[src/sbpi_pkg.sv]
// Shared types and constants for the sample player.
package sbpi_pkg;
  localparam int ADDR_BITS   = 12;
  localparam int SAMPLE_BITS = 16;
  localparam int FRAC_BITS   = 16;
  localparam int SPEED_BITS  = 8 + FRAC_BITS;
  localparam int LEN_BITS    = ADDR_BITS + 1;
  localparam int PH_BITS     = ADDR_BITS + FRAC_BITS;
  localparam int CFG_IDX_BITS = 2;
  localparam int CFG_DATA_BITS = SPEED_BITS;
  localparam int QUEUE_DEPTH = 2;
  // Horner accumulator width: coefficients stay within about 12x the sample range.
  localparam int ACC_BITS = SAMPLE_BITS + 6;

  localparam logic [2:0] REQ_WRITE = 3'd0;
  localparam logic [2:0] REQ_TICK  = 3'd1;
  localparam logic [2:0] REQ_PLAY  = 3'd2;
  localparam logic [2:0] REQ_PAUSE = 3'd3;
  localparam logic [2:0] REQ_STOP  = 3'd4;

  localparam logic [1:0] PM_ONESHOT  = 2'd0;
  localparam logic [1:0] PM_LOOP     = 2'd1;
  localparam logic [1:0] PM_PINGPONG = 2'd2;

  localparam logic [1:0] IM_NONE   = 2'd0;
  localparam logic [1:0] IM_LINEAR = 2'd1;
  localparam logic [1:0] IM_CUBIC  = 2'd2;

  localparam logic [CFG_IDX_BITS-1:0] CFG_SPEED  = 2'd0;
  localparam logic [CFG_IDX_BITS-1:0] CFG_PMODE  = 2'd1;
  localparam logic [CFG_IDX_BITS-1:0] CFG_IMODE  = 2'd2;
  localparam logic [CFG_IDX_BITS-1:0] CFG_LENGTH = 2'd3;

  typedef struct packed {
    logic [2:0]                    req_type;
    logic [ADDR_BITS-1:0]          write_addr;
    logic signed [SAMPLE_BITS-1:0] write_data;
  } in_item_t;

  typedef struct packed {
    logic signed [SAMPLE_BITS-1:0] sample_out;
    logic                          playing;
    logic [ADDR_BITS-1:0]          playhead_whole;
  } out_item_t;

  typedef enum logic [2:0] {
    OP_WRITE, OP_TICK, OP_PLAY, OP_PAUSE, OP_STOP, OP_NOP
  } op_t;

  typedef struct packed {
    op_t                           op;
    logic [ADDR_BITS-1:0]          addr;
    logic signed [SAMPLE_BITS-1:0] data;
  } cmd_t;
endpackage

[src/sbpi_front.sv]
// Front end: accepts input transactions, decodes them and queues commands.
module sbpi_front import sbpi_pkg::*; (
  input  logic     clk,
  input  logic     rst,
  input  in_item_t in_data,
  input  logic     in_valid,
  output logic     in_ready,
  output cmd_t     cmd,
  output logic     cmd_valid,
  input  logic     cmd_ready
);
  localparam int PTR_BITS = $clog2(QUEUE_DEPTH);
  cmd_t q [QUEUE_DEPTH];
  logic [PTR_BITS-1:0] wr_ptr, rd_ptr;
  logic [PTR_BITS:0]   count;
  cmd_t dec;

  always_comb begin
    dec.addr = in_data.write_addr;
    dec.data = in_data.write_data;
    unique case (in_data.req_type)
      REQ_WRITE: dec.op = OP_WRITE;
      REQ_TICK:  dec.op = OP_TICK;
      REQ_PLAY:  dec.op = OP_PLAY;
      REQ_PAUSE: dec.op = OP_PAUSE;
      REQ_STOP:  dec.op = OP_STOP;
      default:   dec.op = OP_NOP;
    endcase
  end

  assign in_ready  = (count != (PTR_BITS+1)'(QUEUE_DEPTH));
  assign cmd_valid = (count != '0);
  assign cmd       = q[rd_ptr];

  always_ff @(posedge clk) begin
    if (in_valid && in_ready) q[wr_ptr] <= dec;
    if (rst) begin
      wr_ptr <= '0;
      rd_ptr <= '0;
      count  <= '0;
    end else begin
      if (in_valid && in_ready) wr_ptr <= wr_ptr + 1'b1;
      if (cmd_valid && cmd_ready) rd_ptr <= rd_ptr + 1'b1;
      count <= count + (PTR_BITS+1)'(in_valid && in_ready)
                     - (PTR_BITS+1)'(cmd_valid && cmd_ready);
    end
  end
endmodule

[config.mk]
export PLATFORM = sky130hd
export DESIGN_NAME = sbpi_front
export DESIGN_NICKNAME = d
export VERILOG_FILES = /design/src/sbpi_pkg.sv /design/src/sbpi_front.sv
export SDC_FILE = /design/constraint.sdc
export NUM_CORES = 1
export LEC_CHECK = 0
export BUFFER_PORTS_ARGS = -buffer_cell sky130_fd_sc_hd__buf_4
export CORE_MARGIN = 4
export CORE_UTILIZATION = 45
export CTS_BUF_LIST = sky130_fd_sc_hd__clkbuf_8 sky130_fd_sc_hd__clkbuf_16
export DETAILED_ROUTE_END_ITERATION = 10
export GPL_ROUTABILITY_DRIVEN = 1
export PLACE_DENSITY = 0.7
export SLEW_MARGIN = 5
export SYNTH_ARGS = -nofsm -noshare
export SYNTH_HDL_FRONTEND = slang
export SYNTH_SLANG_ARGS = --single-unit
[constraint.sdc]
create_clock -name clk -period 3.4 [get_ports clk]
set_input_delay 0.34 -clock clk [delete_from_list [all_inputs] [get_ports clk]]
set_output_delay 0.34 -clock clk [all_outputs]
set_load 0.005 [all_outputs]
# After elaboration in Yosys (flattened, before gate mapping)
# Memories as Yosys holds them, arrays and structs flattened. A register that Yosys moved wholly into a read port is not among the register bits.
# Index checks and enable logic that the tools add are counted.
# op_classes
add_sub_neg	4
n_eq_ne	5
muxes	5
reduce_logical	4
# op_table
cell	count
case mux 3 bit (5 select lines)	1
equality test 3 x 2 -> 1 bit, second input constant	2
2-to-1 mux 1 bit	4
equality test 3 x 1 -> 1 bit, second input constant	1
equality test 3 bit, second input constant	1
zero test 3 bit	1
adder 1 bit, second input constant	2
adder 2 x 1 -> 2 bit	1
logical AND 1 bit	2
inequality test 2 bit, second input constant	1
nonzero test 2 bit	1
subtractor 2 x 1 -> 2 bit	1
# word_totals
ff_bits	4
mem_bits_rw	62
in_bits	35
output_inout_bits	33
word_cells	22
n_memories	1
# mem_list
name	words	width	read_ports	rd_clocked_by_memory_dff	wr	line_no	text
q	2	31	1	1	1	sbpi_front.sv:13	cmd_t q [QUEUE_DEPTH];

# Logic depth before layout (Yosys ltp)
# Gate-level depths: netlist of the first run.
# logic_depth
ltp_word	4
mapped_depth	6
ltp_nobuf	6

# Worst setup path after synthesis of the first run
# No wires, ideal clock.
# synth_path
path_kind	reg-to-reg
from	register count[0]
to	memory q[1][0] (netlist bit) (enable)
setup_ns	0.391
arrival_ns	1.421
required_ns	3.009
slack_ns	1.588
stages_incl_launch_ff	3
n_path_buf	0
period_less_slack_ns	1.812
path_cell_list	dfxtp_1 > nand2b_1 > and3_1
# synth_between
elab_chain_len	4
# synth_rtl
element	line_no	text
start: declaration	sbpi_front.sv:15	logic [PTR_BITS:0] count;
start signal: assignment	sbpi_front.sv:44	count <= count + (PTR_BITS+1)'(in_valid && in_ready)
inequality test 2 bit	sbpi_front.sv:31	assign in_ready = (count != (PTR_BITS+1)'(QUEUE_DEPTH));
via in_ready	sbpi_front.sv:7	output logic in_ready,
logical AND 1 bit	sbpi_front.sv:36	if (in_valid && in_ready) q[wr_ptr] <= dec;
2-to-1 mux 1 bit	sbpi_front.sv:36	
2-to-1 mux 1 bit (implied by the code)	sbpi_front.sv:36	
end: declaration	sbpi_front.sv:13	
# The timed path passes the listed nets, and every way through them passes these cells.

==> flow_summary.rst, run 1 <==
.. list-table::
   :header-rows: 1

   * - Metric
     - Value
   * - Total power draw
     - 2.11 mW
   * - Clock tree skew after final layout
     - 0.00374 ns
   * - Standby leakage power
     - 1.25 nW
   * - Clock buffers created by TritonCTS
     - 9
   * - Avg Cell Area, Syn
     - 19.5 um^2
   * - Drt first-iter violations
     - 84
   * - Launch point of the worst hold path
     - in_data[5]
   * - Via density per instance
     - 4.78
   * - Global-route wire length before repair
     - 6800 um
   * - Clock tree from TritonCTS
     - done
   * - Count of yosys warnings during synthesis
     - 0
   * - PD cells
     - 645 nW/um^2
   * - Std-Cell Rows
     - 26
   * - Worst setup path endpoint
     - cmd[12]
   * - Total setup buffers inserted after CTS
     - 0
   * - Count of H-tree levels built during CTS
     - 3
   * - Arrival time at the worst endpoint
     - 1.75 ns
   * - Hold Violations, Final
     - 0
   * - Overall die height
     - 82.6 um
   * - Crit-path most repeated cell
     - buf_4
   * - Period utilization
     - 61.4%
   * - Critical Path Start Type
     - flop
   * - First-pass DRT Iterations
     - 4
   * - Vias in the first global route
     - 1441
   * - Syn nets
     - 164
   * - Final non-filler cell total
     - 280
   * - Most used standard cell by instance count after synthesis
     - edfxtp_1
   * - Slew Viols, Final
     - 0
   * - Worst endpoint required time
     - 3.06 ns
   * - Clock slew at reported path FFs
     - 0.07 ns
   * - Headroom to the max-slew limit
     - 54.3%
   * - Synth Cell Area
     - 2500 um^2
   * - Nets
     - 241
   * - Slack of the worst reg-to-reg path
     - 1.42 ns
   * - Async set-or-reset flop fraction in the synthesized netlist
     - 0%
   * - N_diodes
     - 0
   * - # fillers
     - 372
   * - Flops & latches, synth
     - 67
   * - Number of standard cells after synthesis
     - 128
   * - Share of the synthesized area in the top cell type
     - 74.4%
   * - Critical path type
     - reg2out
   * - Cell type of the slowest stage on the worst timing path
     - dfxtp_1
   * - Most instantiated cells after synthesis
     - 62 x edfxtp_1, 31 x mux2_2, 5 x dfxtp_1, 5 x nor2_1
   * - Number of hold buffers added after CTS
     - 0
   * - Setup total negative slack
     - 0 ns
   * - Kind of capture point of the worst setup path
     - primary output
   * - Overall via count from detail_route
     - 1337
   * - Maximum clock insertion buffer count
     - 2
   * - Final setup violation count
     - 0
   * - Io pins
     - 68
   * - Layout cell share with drive strength beyond 1
     - 55.2%
   * - Port buffer count
     - 67
   * - Dpl cells
     - 264
   * - FF-to-FF Start
     - count[0]
   * - Floorplan die area
     - 6810 um^2
   * - Fmax achieved
     - 0.479 GHz
   * - Cell depth of the worst flop-to-flop path
     - 3
   * - Unrepaired setup endpoints after global routing
     - no
   * - Library cell with the largest summed area after synthesis
     - edfxtp_1
   * - Maximum number of pins on one net before global-route repair
     - 32
   * - Clock latency at the later pin of the worst-skew pair
     - 0.32 ns
   * - Routability congestion estimate
     - 0.705
   * - Initial antenna violation count
     - 0
   * - GRT Overall Usage
     - 13.9%
   * - Capture point of the worst reg-to-reg path
     - q[1][13]
   * - Unique cell type count in the Yosys netlist
     - 24
   * - Proportion of synthesized chip area in sequential cells
     - 78.4%
   * - Post-DRT Antenna Nets
     - 0
   * - Worst hold path type
     - in2reg
   * - Worst-margin pin slew
     - 0.686 ns
   * - Detailed-route DRC error count
     - 0
   * - Number of enable flip-flop cells after synthesis
     - 62
   * - CP Cell Sequence
     - buf_4, mux2_2, buf_4
   * - Maximum capacitance violations
     - 0
   * - Cell types occupying the most area after synthesis
     - edfxtp_1 74%, mux2_2 14%, dfxtp_1 4.0%, nor2_1 0.75%, nor2b_1 0.75%
   * - Detailed-placement wirelength estimate
     - 3090 um
   * - Total congestion overflow after global routing
     - 0
   * - Clock tree root buffer cell
     - clkbuf_8
   * - Summed area of non-filler cells in the final layout
     - 3280 um^2
   * - Initial core utilization
     - 47.8%
   * - Die Span X
     - 82.6 um
   * - Dominant synthesized flop cell
     - edfxtp_1
   * - Peak supply drop
     - 390 uV
   * - Wire length per cell after detailed routing
     - 16.0 um
   * - Area growth from synthesis to final layout
     - 31.1%
   * - Placeable core area
     - 5240 um^2
   * - Number of gates resized after CTS
     - 0
   * - Largest stage delay on the critical path
     - 0.50 ns
   * - Placement Cell Area
     - 3100 um^2
   * - Clock period minus final worst setup slack
     - 2.09 ns
   * - Sink count of the clock tree
     - 67
   * - Status
     - complete, no violations
   * - Total wire length after detailed routing
     - 4490 um
   * - Largest fanout on the critical path
     - 25
## flip-flops by register name, summed over array words and instances (netlist names), named ones only
name and flops:
count 2, q 62, rd_ptr 1, wr_ptr 1
## worst min-delay path by stage
stage	endpoint	slack, ns	cells past startpoint
after global placement	rd_ptr	0.49	2
after detailed placement	rd_ptr	0.49	2
final	q[1][5]	0.20	1
after floorplan	wr_ptr	0.41	1
after CTS	q[0][5]	0.18	1
after global routing	q[0][26]	0.18	1
## cells by family (layout without fill, tap and decap cells)
| logic type | count (synthesis) | after routing | synth area share, % |
|---|---|---|---|
| flip-flops | 67 | 67 | 78.4 |
| multiplexers | 32 | 32 | 14.4 |
| AND/OR/NAND/NOR | 14 | 14 | 3.05 |
| AO/OA/AOI/OAI | 8 | 8 | 2.35 |
| buffers and inverters | 5 | 87 | 0.900 |
| adder cells (fa/ha/maj) | 1 | 1 | 0.500 |
| XOR/XNOR | 1 | 1 | 0.350 |
## layout by cell type, fill, tap and decap left out, drive strengths merged, types with 2 or more instances in the layout
master  synthesis  layout
o21ai           2       2
buf             3      70
a21bo           2       2
edfxtp         62      62
nor2            5       5
dfxtp           5       5
clkinv          0       5
clkbuf          1       9
nor2b           3       3
mux2           32      32
## area by class of cell
class	instances	area, um^2	share of cell area (%)
repair buffers	70	526	16.0
multi-input cells	56	517	15.8
inverters	1	3.75	0.115
clock buffers	9	124	3.78
clock inverters	7	58.8	1.79
well taps	70	87.6	2.67
flip-flops and latches	67	1960	59.8
## report_power, final
group / internal, mW / total, mW / switching (mW)
logic: 0.276 / 0.468 / 0.192
clock network: 0.328 / 0.603 / 0.275
registers: 1.00 / 1.04 / 0.0387
## routing by layer
metal / wire length [um] / track usage [%] / share of wire [%] / vias up
li1: - / - / - / 650
met1: 1930 / 16.9 / 43 / 636
met2: 2240 / 22.7 / 50 / 43
met3: 267 / 4.45 / 5.9 / 8
met4: 51 / 5.88 / 1.1 / 0
met5: 0 / 0 / 0 / -
## through the flow
stage / setup WS (ns) / utilization [%] / hold slack [ns]
after floorplan: 1.59 / - / 0.409
after global placement: 1.54 / 59.1 / 0.491
after detailed placement: 1.40 / 59.1 / 0.492
after CTS: 1.28 / 62.6 / 0.183
after global routing: 1.23 / 62.6 / 0.177
final: 1.31 / 62.6 / 0.200
## worst max-delay path, delay by kind of cell (launching register included)
kind / cells / cell delay [ns]
DFF: 1 / 0.50
muxes: 1 / 0.40
buffers and inverters: 2 / 0.53
No activity file was read; power rests on OpenSTA's default activity.
==> inputs of run 2 (changes only) <==
ABC_AREA = 1   (was default)
clock period = 2.1 ns   (was 3.4 ns; I/O delays follow)
==> run 2 against run 1 <==
Effect of this change: critical path depth did not move; largest power group unchanged; combinational power rose by 120%; wire length fell by 0.91%; design area rose by 2.1%; sequential cell count did not move; critical path type unchanged; power rose by 85%; cell count rose by 3.2%; non-clock buffer count rose by 1; register-to-register slack got worse by 0.86 ns; clock skew rose by 0.0067 ns; synthesized cell count rose by 6.3%.
==> flow_summary.rst, run 2 <==
.. list-table::
   :header-rows: 1

   * - Metric
     - Value
   * - Standby leakage power
     - 1.30 nW (was 1.25 nW)
   * - Slack of the worst reg-to-reg path
     - 0.56 ns (was 1.42 ns)
   * - Most utilized layer in the global route result
     - met2 (unchanged)
   * - Number of hold buffers added after CTS
     - 0 (unchanged)
   * - PD cells
     - 1170 nW/um^2 (was 645 nW/um^2)
   * - Wire length per cell after detailed routing
     - 15.4 um (was 16.0 um)
   * - Multi-input gate area
     - 498 um^2 (was 517 um^2)
   * - Synth Cell Area
     - 2520 um^2 (was 2500 um^2)
   * - Floorplan die area
     - 6860 um^2 (was 6810 um^2)
   * - Arrival time at the worst endpoint
     - 1.43 ns (was 1.75 ns)
   * - Most common cell after layout, fill and taps aside
     - buf_4 (unchanged)
   * - Sink count of the clock tree
     - 67 (unchanged)
   * - Cell types occupying the most area after synthesis
     - edfxtp_1 74%, mux2_2 14%, dfxtp_1 4.0%, inv_1 1.3%, buf_6 1.3% (was edfxtp_1 74%, mux2_2 14%, dfxtp_1 4.0%, nor2_1 0.75%, nor2b_1 0.75%)
   * - Worst hold path type
     - in2reg (unchanged)
   * - # fillers
     - 385 (was 372)
   * - Internal power component
     - 2.92 mW (was 1.61 mW)
   * - Met1 Use GR
     - 16.3% (was 16.9%)
   * - Proportion of synthesized chip area in sequential cells
     - 77.9% (was 78.4%)
   * - Nets
     - 250 (was 241)
   * - Clock tree from TritonCTS
     - done (unchanged)
   * - Hold Violations, Final
     - 0 (unchanged)
   * - Total wire length after detailed routing
     - 4450 um (was 4490 um)
   * - Avg Cell Area, Syn
     - 18.5 um^2 (was 19.5 um^2)
   * - Kind of capture point of the worst setup path
     - primary output (unchanged)
   * - Overall die height
     - 82.8 um (was 82.6 um)
   * - Most instantiated cells after synthesis
     - 62 x edfxtp_1, 31 x mux2_2, 9 x inv_1 (was 62 x edfxtp_1, 31 x mux2_2, 5 x dfxtp_1, 5 x nor2_1)
   * - Initial antenna violation count
     - 0 (unchanged)
   * - Unique cell type count in the Yosys netlist
     - 18 (was 24)
   * - Maximum clock insertion buffer count
     - 2 (unchanged)
   * - Port buffer count
     - 67 (unchanged)
   * - Flops & latches, synth
     - 67 (unchanged)
   * - Initial core utilization
     - 47.8% (about the same)
   * - Cell depth of the worst flop-to-flop path
     - 5 (was 3)
   * - Unrepaired setup endpoints after global routing
     - no (unchanged)
   * - Biggest registers after layout
     - q (62), count (2) (unchanged)
   * - Status
     - complete, no violations (unchanged)
   * - Most used standard cell by instance count after synthesis
     - edfxtp_1 (unchanged)
   * - FF-to-FF Start
     - count[0] (unchanged)
   * - Via density per instance
     - 4.69 (was 4.78)
   * - First-pass DRT Iterations
     - 4 (unchanged)
   * - Clock buffers created by TritonCTS
     - 9 (unchanged)
   * - Std-Cell Rows
     - 26 (unchanged)
   * - Sw frac
     - 25.2% (was 23.9%)
   * - Capture point of the worst reg-to-reg path
     - q[0][9] (was q[1][13])
   * - Setup slack after placement
     - 0.568 ns (was 1.40 ns)
   * - Period utilization
     - 77.9%
   * - Peak supply drop
     - 775 uV (was 390 uV)
   * - Number of flip-flops in the largest register
     - 62 (unchanged)
   * - Maximum number of pins on one net before global-route repair
     - 26 (was 32)
   * - Worst endpoint required time
     - 1.89 ns (was 3.06 ns)
   * - Overall via count from detail_route
     - 1355 (was 1337)
   * - Clock tree root buffer cell
     - clkbuf_8 (unchanged)
   * - Fmax achieved
     - 0.612 GHz
   * - Syn nets
     - 172 (was 164)
   * - Total congestion overflow after global routing
     - 0 (unchanged)
   * - Critical path type
     - reg2out (unchanged)
   * - Post-DRT Antenna Nets
     - 0 (unchanged)
   * - Global-route wire length before repair
     - 7270 um (was 6800 um)
   * - Count of yosys warnings during synthesis
     - 0 (unchanged)
   * - Layout cell share with drive strength beyond 1
     - 55.3% (was 55.2%)
   * - Detailed-route DRC error count
     - 0 (unchanged)
   * - Routability congestion estimate
     - 0.734 (was 0.705)
   * - Clock slew at reported path FFs
     - 0.07 ns (about the same)
   * - Number of gates resized after CTS
     - 0 (unchanged)
   * - Headroom to the max-slew limit
     - 68.5% (was 54.3%)
   * - Sequential power share
     - 45.1% (was 49.3%)
   * - Async set-or-reset flop fraction in the synthesized netlist
     - 0% (unchanged)
   * - Setup total negative slack
     - 0 ns (unchanged)
   * - Share of the synthesized area in the top cell type
     - 73.9% (was 74.4%)
   * - Total setup buffers inserted after CTS
     - 0 (unchanged)
   * - Highest-count cells in the layout ignoring fill and taps
     - 69 x buf_4, 62 x edfxtp_1, 31 x mux2_2 (was 70 x buf_4, 62 x edfxtp_1, 31 x mux2_2)
   * - Register containing the most flip-flops in the final layout
     - q (unchanged)
   * - Worst setup path endpoint
     - cmd[18] (was cmd[12])
   * - Number of enable flip-flop cells after synthesis
     - 62 (unchanged)
   * - Library cell with the largest summed area after synthesis
     - edfxtp_1 (unchanged)
   * - N_diodes
     - 0 (unchanged)
   * - Clock period minus final worst setup slack
     - 1.64 ns
   * - Final worst setup slack
     - 0.465 ns (was 1.31 ns)
   * - Met2 Usage GRT
     - 22.7% (about the same)
   * - Die Span X
     - 82.8 um (was 82.6 um)
   * - Final setup violation count
     - 0 (unchanged)
   * - Drt first-iter violations
     - 74 (was 84)
   * - Maximum capacitance violations
     - 0 (unchanged)
   * - Met3 capacity usage during global routing
     - 5.54% (was 4.45%)
   * - Net switching power
     - 982 uW (was 505 uW)
   * - Count of H-tree levels built during CTS
     - 3 (unchanged)
   * - Clock latency at the later pin of the worst-skew pair
     - 0.32 ns (about the same)
   * - Slew Viols, Final
     - 0 (unchanged)
   * - Largest fanout on the critical path
     - 17 (was 25)
   * - Dominant synthesized flop cell
     - edfxtp_1 (unchanged)
   * - Worst-margin pin slew
     - 0.471 ns (was 0.686 ns)
   * - Clock power frac
     - 28.3% (was 28.5%)
   * - Io pins
     - 68 (unchanged)
   * - Critical Path Start Type
     - flop (unchanged)
   * - Relative contribution of combinational cells to total power
     - 26.7% (was 22.1%)
   * - Clock tree skew after final layout
     - 0.0105 ns (was 0.00374 ns)
   * - Area of all sequential standard cells
     - 1960 um^2 (unchanged)
   * - Detailed-placement wirelength estimate
     - 3170 um (was 3090 um)
   * - Number of standard cells after synthesis
     - 136 (was 128)
   * - Area growth from synthesis to final layout
     - 32.9% (was 31.1%)
   * - GRT Overall Usage
     - 13.8% (was 13.9%)
   * - Vias in the first global route
     - 1463 (was 1441)
   * - Placeable core area
     - 5270 um^2 (was 5240 um^2)
## run 2: critical path, stage by stage, from the launching register on
cell and delay [ns]:
dfxtp_1 0.33, buf_4 0.25, mux2_2 0.38, buf_4 0.14
## run 2: worst min path at each step
stage,slack (ns),startpoint,end,cells past startpoint
after global placement,0.39,rst,count[0],2
final,0.05,rst,count[0],2
after floorplan,0.28,rst,count[0],1
after detailed placement,0.40,rst,count[0],2
after global routing,0.03,rst,count[0],2
after CTS,0.04,rst,count[0],2
## run 2: cell type report
class                           instances  area share, %
Sequential cell                        67           58.6
Timing Repair Buffer                   71           16.7
Multi-Input combinational cell         56           14.9
Clock buffer                            9           3.70
Tap cell                               70           2.62
Clock inverter                          7           2.54
Inverter                                9           1.01
## run 2: power groups by stage
stage | clock network [mW] | logic [mW] | registers (mW)
floorplan | 0 | 0.560 | 1.78
CTS | 1.13 | 1.06 | 1.76
detailed placement | 0 | 1.05 | 1.79
finish | 1.10 | 1.04 | 1.76
global placement | 0 | 1.02 | 1.77
global route | 1.20 | 1.13 | 1.78
## run 2: layer usage
metal | up-vias | part of all wire, %
met5 | - | 0
li1 | 658 | -
met4 | 0 | 1.3
met2 | 55 | 50
met3 | 5 | 7.2
met1 | 637 | 42
## run 2: cell families after synthesis
family / share of synthesized area [%]
flip-flops: 77.9
multiplexers: 13.9
AND/OR/NAND/NOR: 3.87
buffers and inverters: 2.83
AO/OA/AOI/OAI: 0.696
XOR/XNOR: 0.348
adder cells (fa/ha/maj): 0.497
## run 2: metrics by stage
step / utilization (%) / cells / area [um^2] / power (mW) / hold WS [ns]
6_report: 63.5 / 289 / 3350 / 3.90 / 0.0514
5_1_grt: 63.5 / 289 / 3350 / 4.12 / 0.0309
4_1_cts: 63.5 / 289 / 3350 / 3.96 / 0.0371
3_5_place_dp: 59.6 / 273 / 3140 / 2.84 / 0.397
3_3_place_gp: 59.6 / 273 / 3140 / 2.80 / 0.386
2_1_floorplan: - / 136 / 2520 / 2.34 / 0.281
